### src/sv/cmdf_pkg.sv
// ----------------------------------------------------------------------------
// Control message deframer package
// Result kind codes and header layout constants shared by the deframer.
// ----------------------------------------------------------------------------
package cmdf_pkg;

    typedef logic [1:0] t_kind;

    localparam t_kind KIND_PAYLOAD   = 2'd0;
    localparam t_kind KIND_EMPTY     = 2'd1;
    localparam t_kind KIND_BAD_HDR   = 2'd2;
    localparam t_kind KIND_TOO_LONG  = 2'd3;

    localparam int HDR_BYTES = 8;

    // Position of each header byte, counted from the start of the message.
    localparam logic [2:0] HDR_VERSION = 3'd0;
    localparam logic [2:0] HDR_TYPE    = 3'd1;
    localparam logic [2:0] HDR_RSVD0   = 3'd2;
    localparam logic [2:0] HDR_RSVD1   = 3'd3;
    localparam logic [2:0] HDR_LEN3    = 3'd4;
    localparam logic [2:0] HDR_LEN2    = 3'd5;
    localparam logic [2:0] HDR_LEN1    = 3'd6;
    localparam logic [2:0] HDR_LEN0    = 3'd7;

    // Configuration register indexes.
    localparam logic [1:0] CFG_VERSION   = 2'd0;
    localparam logic [1:0] CFG_LOW_TYPE  = 2'd1;
    localparam logic [1:0] CFG_HIGH_TYPE = 2'd2;

endpackage

### src/sv/control_message_deframer_core.sv
// ----------------------------------------------------------------------------
// Control message deframer core
// Splits a byte stream into length-prefixed messages and streams payloads out.
// An accepted byte waits in the input register, then its result is registered
// in the result register. One byte per cycle unless a result stalls waiting;
// the two registers let a byte enter while a finished result waits to be taken.
// Reset (synchronous, active low) clears the framing state, the error latch
// and restores the configuration registers to their defaults.
// ----------------------------------------------------------------------------
module control_message_deframer_core
    import cmdf_pkg::*;
#(
    parameter int MAX_MESSAGE_BYTES = 65536
) (
    input  logic        i_clk,
    input  logic        i_rst_n,

    input  logic        i_valid,
    output logic        o_ready,
    input  logic [7:0]  i_data_byte,

    output logic        o_valid,
    input  logic        i_ready,
    output logic [1:0]  o_out_kind,
    output logic [7:0]  o_msg_type,
    output logic [7:0]  o_payload_byte,
    output logic        o_last_of_message,
    output logic [15:0] o_payload_length,

    input  logic        i_cfg_valid,
    output logic        o_cfg_ready,
    input  logic [1:0]  i_cfg_index,
    input  logic [7:0]  i_cfg_data
);

    localparam int          MAX_PLEN_INT = MAX_MESSAGE_BYTES - HDR_BYTES;
    localparam int          LW           = $clog2(MAX_PLEN_INT + 1);
    localparam logic [31:0] MAX_PLEN     = 32'(MAX_PLEN_INT);

    // Configuration
    logic [7:0] r_cfg_version;
    logic [7:0] r_cfg_low_type;
    logic [7:0] r_cfg_high_type;

    // Input register
    logic       r_in_valid;
    logic [7:0] r_in_byte;

    // Framing state
    logic [2:0]    r_hdr_cnt;
    logic          r_in_payload;
    logic          r_err;
    logic [7:0]    r_hdr_ver;
    logic [7:0]    r_hdr_type;
    logic          r_rsvd_nz;
    logic [23:0]   r_len_hi;
    logic [15:0]   r_plen16;
    logic [LW-1:0] r_remain;

    logic [2:0]    n_hdr_cnt;
    logic          n_in_payload;
    logic          n_err;
    logic [7:0]    n_hdr_ver;
    logic [7:0]    n_hdr_type;
    logic          n_rsvd_nz;
    logic [23:0]   n_len_hi;
    logic [15:0]   n_plen16;
    logic [LW-1:0] n_remain;

    // Result register
    logic        r_out_valid;
    t_kind       r_out_kind;
    logic [7:0]  r_out_type;
    logic [7:0]  r_out_byte;
    logic        r_out_last;
    logic [15:0] r_out_plen;

    logic        res_valid;
    t_kind       res_kind;
    logic [7:0]  res_type;
    logic [7:0]  res_byte;
    logic        res_last;
    logic [15:0] res_plen;

    logic        advance;
    logic [31:0] plen;
    logic        hdr_bad;

    assign o_cfg_ready = 1'b1;

    always_ff @(posedge i_clk) begin
        if (!i_rst_n) begin
            r_cfg_version   <= 8'd1;
            r_cfg_low_type  <= 8'd1;
            r_cfg_high_type <= 8'd255;
        end else if (i_cfg_valid) begin
            unique case (i_cfg_index)
                CFG_VERSION:   r_cfg_version   <= i_cfg_data;
                CFG_LOW_TYPE:  r_cfg_low_type  <= i_cfg_data;
                CFG_HIGH_TYPE: r_cfg_high_type <= i_cfg_data;
                default:       ;
            endcase
        end
    end

    // The stored byte moves on when it produces no result or the result
    // register is free or being emptied this cycle.
    assign advance = r_in_valid && (!res_valid || !r_out_valid || i_ready);
    assign o_ready = !r_in_valid || advance;

    assign plen    = {r_len_hi, r_in_byte};
    assign hdr_bad = (r_hdr_ver != r_cfg_version) || (r_hdr_type < r_cfg_low_type) ||
                     (r_hdr_type > r_cfg_high_type) || r_rsvd_nz;

    always_comb begin
        n_hdr_cnt    = r_hdr_cnt;
        n_in_payload = r_in_payload;
        n_err        = r_err;
        n_hdr_ver    = r_hdr_ver;
        n_hdr_type   = r_hdr_type;
        n_rsvd_nz    = r_rsvd_nz;
        n_len_hi     = r_len_hi;
        n_plen16     = r_plen16;
        n_remain     = r_remain;
        res_valid    = 1'b0;
        res_kind     = KIND_PAYLOAD;
        res_type     = r_hdr_type;
        res_byte     = 8'd0;
        res_last     = 1'b0;
        res_plen     = 16'd0;

        if (r_in_valid && !r_err) begin
            if (!r_in_payload) begin
                n_hdr_cnt = r_hdr_cnt + 3'd1;
                case (r_hdr_cnt)
                    HDR_VERSION: n_hdr_ver = r_in_byte;
                    HDR_TYPE:    n_hdr_type = r_in_byte;
                    HDR_RSVD0:   n_rsvd_nz = (r_in_byte != 8'd0);
                    HDR_RSVD1:   n_rsvd_nz = r_rsvd_nz || (r_in_byte != 8'd0);
                    HDR_LEN3:    n_len_hi[23:16] = r_in_byte;
                    HDR_LEN2:    n_len_hi[15:8] = r_in_byte;
                    HDR_LEN1:    n_len_hi[7:0] = r_in_byte;
                    HDR_LEN0: begin
                        // Header complete: validate it and decide what follows.
                        if (hdr_bad) begin
                            res_valid = 1'b1;
                            res_kind  = KIND_BAD_HDR;
                            n_err     = 1'b1;
                        end else if (plen > MAX_PLEN) begin
                            res_valid = 1'b1;
                            res_kind  = KIND_TOO_LONG;
                            n_err     = 1'b1;
                        end else if (plen == 32'd0) begin
                            res_valid = 1'b1;
                            res_kind  = KIND_EMPTY;
                            res_last  = 1'b1;
                        end else begin
                            n_in_payload = 1'b1;
                            n_plen16     = plen[15:0];
                            n_remain     = plen[LW-1:0];
                        end
                    end
                    default: ;
                endcase
            end else begin
                res_valid = 1'b1;
                res_kind  = KIND_PAYLOAD;
                res_byte  = r_in_byte;
                res_plen  = r_plen16;
                res_last  = (r_remain == LW'(1));
                n_remain  = r_remain - LW'(1);
                if (res_last) begin
                    n_in_payload = 1'b0;
                end
            end
        end
    end

    always_ff @(posedge i_clk) begin
        if (!i_rst_n) begin
            r_in_valid   <= 1'b0;
            r_hdr_cnt    <= 3'd0;
            r_in_payload <= 1'b0;
            r_err        <= 1'b0;
        end else begin
            if (o_ready) begin
                r_in_valid <= i_valid;
            end
            if (advance) begin
                r_hdr_cnt    <= n_hdr_cnt;
                r_in_payload <= n_in_payload;
                r_err        <= n_err;
            end
        end
    end

    always_ff @(posedge i_clk) begin
        if (o_ready && i_valid) begin
            r_in_byte <= i_data_byte;
        end
        if (advance) begin
            r_hdr_ver  <= n_hdr_ver;
            r_hdr_type <= n_hdr_type;
            r_rsvd_nz  <= n_rsvd_nz;
            r_len_hi   <= n_len_hi;
            r_plen16   <= n_plen16;
            r_remain   <= n_remain;
        end
    end

    always_ff @(posedge i_clk) begin
        if (!i_rst_n) begin
            r_out_valid <= 1'b0;
        end else if (advance && res_valid) begin
            r_out_valid <= 1'b1;
        end else if (i_ready) begin
            r_out_valid <= 1'b0;
        end
    end

    always_ff @(posedge i_clk) begin
        if (advance && res_valid) begin
            r_out_kind <= res_kind;
            r_out_type <= res_type;
            r_out_byte <= res_byte;
            r_out_last <= res_last;
            r_out_plen <= res_plen;
        end
    end

    assign o_valid           = r_out_valid;
    assign o_out_kind        = r_out_kind;
    assign o_msg_type        = r_out_type;
    assign o_payload_byte    = r_out_byte;
    assign o_last_of_message = r_out_last;
    assign o_payload_length  = r_out_plen;

endmodule

### config.mk
export PLATFORM = sky130hd
export DESIGN_NAME = control_message_deframer_core
export DESIGN_NICKNAME = d
export VERILOG_FILES = /design/src/sv/cmdf_pkg.sv /design/src/sv/control_message_deframer_core.sv
export SDC_FILE = /design/constraint.sdc
export NUM_CORES = 1
export LEC_CHECK = 0
export ABC_AREA = 1
export BUFFER_PORTS_ARGS = -buffer_cell sky130_fd_sc_hd__buf_2
export CORE_MARGIN = 2
export CORE_UTILIZATION = 45
export CTS_BUF_LIST = sky130_fd_sc_hd__clkbuf_2
export CTS_CLUSTER_DIAMETER = 100
export CTS_CLUSTER_SIZE = 28
export DETAILED_ROUTE_END_ITERATION = 7
export GPL_TIMING_DRIVEN = 0
export PLACE_DENSITY = 0.59
export SYNTH_ARGS = -nofsm -noshare
export SYNTH_HDL_FRONTEND = slang
export SYNTH_SLANG_ARGS = --single-unit
### constraint.sdc
create_clock -name i_clk -period 3.8 [get_ports i_clk]
set_clock_uncertainty 0.15 [all_clocks]
set_input_delay 0.38 -clock i_clk [delete_from_list [all_inputs] [get_ports i_clk]]
set_output_delay 0.38 -clock i_clk [all_outputs]
set_load 0.005 [all_outputs]
==> impl_metrics.json <==
{
  "post-place-ws_ns": 0.3775,
  "min-delay-path-class": "input pin to flop",
  "htree_num_levels": 4,
  "critPathTopFamily": "simple AND/OR/NAND/NOR gates",
  "nFillCells": 1213,
  "clk_pin_slew_ns": 0.19,
  "reg2reg_slack_ns": 0.53,
  "fin_cells": 893,
  "place.gp.congestion": 0.8180,
  "hold-path-endpoint": "r_in_byte[2]",
  "max-cap-violations": 0,
  "synth.distinct_cells": 38,
  "ant_nets": 0,
  "syn_inst": 594,
  "clock_path_buffers": 2,
  "routedWlPerCell_um": 14.74,
  "drtIter0Drc": 294,
  "ir_worst_vdd_v": 0.0001946,
  "grt_use_total_pct": 19.15,
  "reg2reg_from": "r_hdr_type[7]",
  "timing.rr.end": "r_hdr_ver[7]",
  "diodes": 0,
  "multiInputGateArea_um2": 1833,
  "wl_um": 13160,
  "clk_latency_ns": 0.70,
  "fin_area_um2": 7398,
  "min_period_over_period_pct": 86.00,
  "dpl-instance-area_um2": 6869,
  "regArea_um2": 4104,
  "crit_path_end_kind": "flop",
  "crit_type": "flop to flop",
  "drtPass1Iterations": 5,
  "io-pin-count": 61,
  "antenna_found_initial": 0,
  "synth_warnings": 0,
  "slew_violations": 0,
  "port_buffers": 58,
  "status": "finished, final reports clean",
  "grt_pass1_wl_um": 21370,
  "syn_nets": 640,
  "post_drt_via_cell_ratio": 4.943,
  "finalSetupViolations": 0,
  "rsz0062_at_grt": "no",
  "fmax_mhz": 306.0,
  "tightest_slew_ns": 1.093,
  "drc_errors": 0,
  "cts_tree": "built",
  "rows": 43,
  "cts-root-buf": "clkbuf_2",
  "grt_max_degree": 33,
  "drive_gt1_share_pct": 16.41,
  "placed_cells": 833,
  "hold_depth": 2,
  "synth.avg_cell_area_um2": 10.65,
  "die_w_um": 122.6,
  "crit_fanout": 10,
  "nets": 748,
  "cts_buffers": 17,
  "hp-start": "i_data_byte[2]",
  "synth.ff_latch_count": 147,
  "dp_hpwl_um": 9047,
  "ctsResizeCount": 0,
  "core_region_area_um2": 13830,
  "cpMaxStageDelayCell": "nor3_1",
  "initial_core_util_pct": 45.75,
  "fin_crit_ns": 3.268,
  "final.setup.tns_ns": 0,
  "cts_sinks": 147,
  "rr_worst_depth": 12,
  "vias": 4414,
  "leakagePower_nw": 3.044,
  "crit_arrival_ns": 3.44,
  "post_cts_buffers": 0,
  "synth-seq-area-share_pct": 64.87,
  "p_per_area_nw_per_um2": 376.3,
  "worstPathRequired_ns": 3.98,
  "cp_slowest_stage_delay_ns": 0.83,
  "hold_viol": 0,
  "path_cells": "ha_1 > nand2_1 > nor2_1 > nand4_1 > nand2_2 > nand2_1 > nor2_2 > nand3_2 > nand3_4 > nand3_2 > buf_6 > nor3_1",
  "die_area_um2": 15020,
  "syn_area_um2": 6326,
  "layout_setup_ws_ns": 0.5322,
  "cp_num_buf_inv": 1,
  "cp-start-kind": "flop",
  "grt_overflow": 0,
  "area_delta_synth_final_pct": 16.95,
  "max_slew_margin_pct": 26.57,
  "chipHeight_um": 122.6,
  "grt_pass1_vias": 4263
}
-- registers in the layout, indices dropped and copies added (netlist names), 2 cells and up --
register / flops
o_payload_length: 16
r_cfg_low_type: 8
o_out_kind: 2
r_plen16: 16
r_cfg_high_type: 8
r_hdr_cnt: 3
o_payload_byte: 8
r_remain: 16
r_hdr_ver: 8
o_msg_type: 8
r_len_hi: 24
r_cfg_version: 8
r_hdr_type: 8
r_in_byte: 8
-- placed cells by master (no fill, tap or decap), types with 2 or more instances in the layout --
master         netlist  final
a21oi_1             19     19
a31oi_1              4      4
buf_2                0     58
bufinv_16            0      2
clkbuf_1            10     10
clkbuf_2             1     19
clkinv_4             0      2
clkinvlp_4           0      6
dfxtp_1             31     31
dlygate4sd3_1        0     30
edfxtp_1           116    116
ha_1                23     23
inv_1               84     84
inv_2                4      4
nand2_1            104    104
nand2_2              6      6
nand3_1             11     11
nand3_2              2      2
nand3b_1             2      2
nand4_1             11     11
nor2_1              85     83
nor2_2               5      6
nor3_1               9      9
nor3_2               3      3
nor4_1               2      2
o211ai_1             9      9
o21ai_0             24     24
o21ai_1              2      2
or2_2                2      2
xnor2_1              5      5
xor2_1               8      8
-- worst max-delay path by stage --
stage                   from                 to  slack, ns  cells past startpoint
6_report       r_hdr_type[7]       r_hdr_ver[7]       0.53                     12
5_1_grt        r_hdr_type[1]       r_hdr_ver[4]       0.17                     15
4_1_cts        r_hdr_type[7]        r_remain[9]       0.35                     10
3_5_place_dp   r_hdr_type[7]       r_remain[11]       0.38                     10
3_3_place_gp    r_in_byte[1]      o_msg_type[1]      -0.54                      9
2_1_floorplan  r_hdr_type[7]  o_last_of_message       0.43                     11
-- stage by stage --
| stage | utilization, % | total power, mW | hold slack (ns) |
|---|---|---|---|
| floorplan | - | 1.891 | 0.2764 |
| global placement | 49.48 | 1.938 | 0.2940 |
| detailed placement | 49.68 | 1.945 | 0.2947 |
| CTS | 53.49 | 2.807 | 0.1551 |
| global route | 53.51 | 2.906 | 0.1396 |
| finish | 53.51 | 2.784 | 0.2429 |
-- kinds of logic (layout without fill, tap and decap cells) --
logic type	count (synthesis)	in the layout	share of synthesized area, %
AND/OR/NAND/NOR	245	245	16.89
flip-flops	147	147	64.87
buffers and inverters	103	222	6.309
AO/OA/AOI/OAI	62	62	5.518
adder cells (fa/ha/maj)	23	23	4.549
XOR/XNOR	13	13	1.800
other	1	1	0.05928
-- where the power goes --
group | switching [mW] | leakage (nW) | internal [mW]
sequential | 0.0293 | 1.31 | 1.75
clock | 0.554 | 0.121 | 0.297
combinational | 0.0845 | 1.61 | 0.0653
total | 0.668 | 3.04 | 2.12
-- cell usage after synthesis --
cell / n / area, µm²
nand3_2: 2 / 20.02
buf_1: 1 / 3.750
nand3_4: 1 / 17.52
buf_6: 1 / 11.26
inv_1: 84 / 315.3
conb_1: 1 / 3.750
nor3_1: 9 / 45.04
nand2_1: 104 / 390.4
clkbuf_1: 10 / 37.54
o21ai_1: 2 / 10.01
or2_2: 2 / 12.51
nor2_1: 85 / 319.1
nand3_1: 11 / 55.05
edfxtp_1: 116 / 3483
nor3b_1: 1 / 7.510
nor4_1: 2 / 12.51
a31oi_1: 4 / 25.02
clkbuf_2: 1 / 5.000
a21oi_1: 19 / 95.09
o31ai_1: 1 / 7.510
a21o_1: 1 / 7.510
nor3_2: 3 / 30.03
nor2_2: 5 / 31.28
xnor2_1: 5 / 43.79
dfxtp_1: 31 / 620.6
xor2_1: 8 / 70.07
nand2_2: 6 / 37.54
nand4_1: 11 / 68.82
o211ai_1: 9 / 67.56
o32ai_1: 1 / 8.760
o21ai_0: 24 / 120.1
ha_1: 23 / 287.8
nor2b_1: 1 / 6.260
inv_2: 4 / 15.01
nand3b_1: 2 / 15.01
buf_4: 1 / 7.510
clkinv_1: 1 / 3.750
a22oi_1: 1 / 7.510
-- cell type report --
class                   instances  share of cell area [%]
inverters                      89                   4.515
well taps                     180                   3.044
clock inverters                12                   1.843
plain buffers                  14                  0.8794
repair buffers                 89                   8.253
multi-input cells             344                   24.78
clock buffers                  18                   1.218
flip-flops and latches        147                   55.47
-- repair_timing --
action                                  in CTS  in global routing
hold endpoints to repair                    45                  0
hold buffers                                30                  0
endpoints found under the setup margin       0                  0
-- routing by layer --
layer | wire length [µm] | GRT usage, % | vias up
met5 | 0 | 0 | -
met4 | 265 | 8.261 | 0
met3 | 603 | 4.136 | 24
met2 | 6187 | 29.86 | 128
met1 | 6104 | 25.95 | 2071
li1 | - | - | 2191
Note: power is estimated with default switching activity, not from simulation.
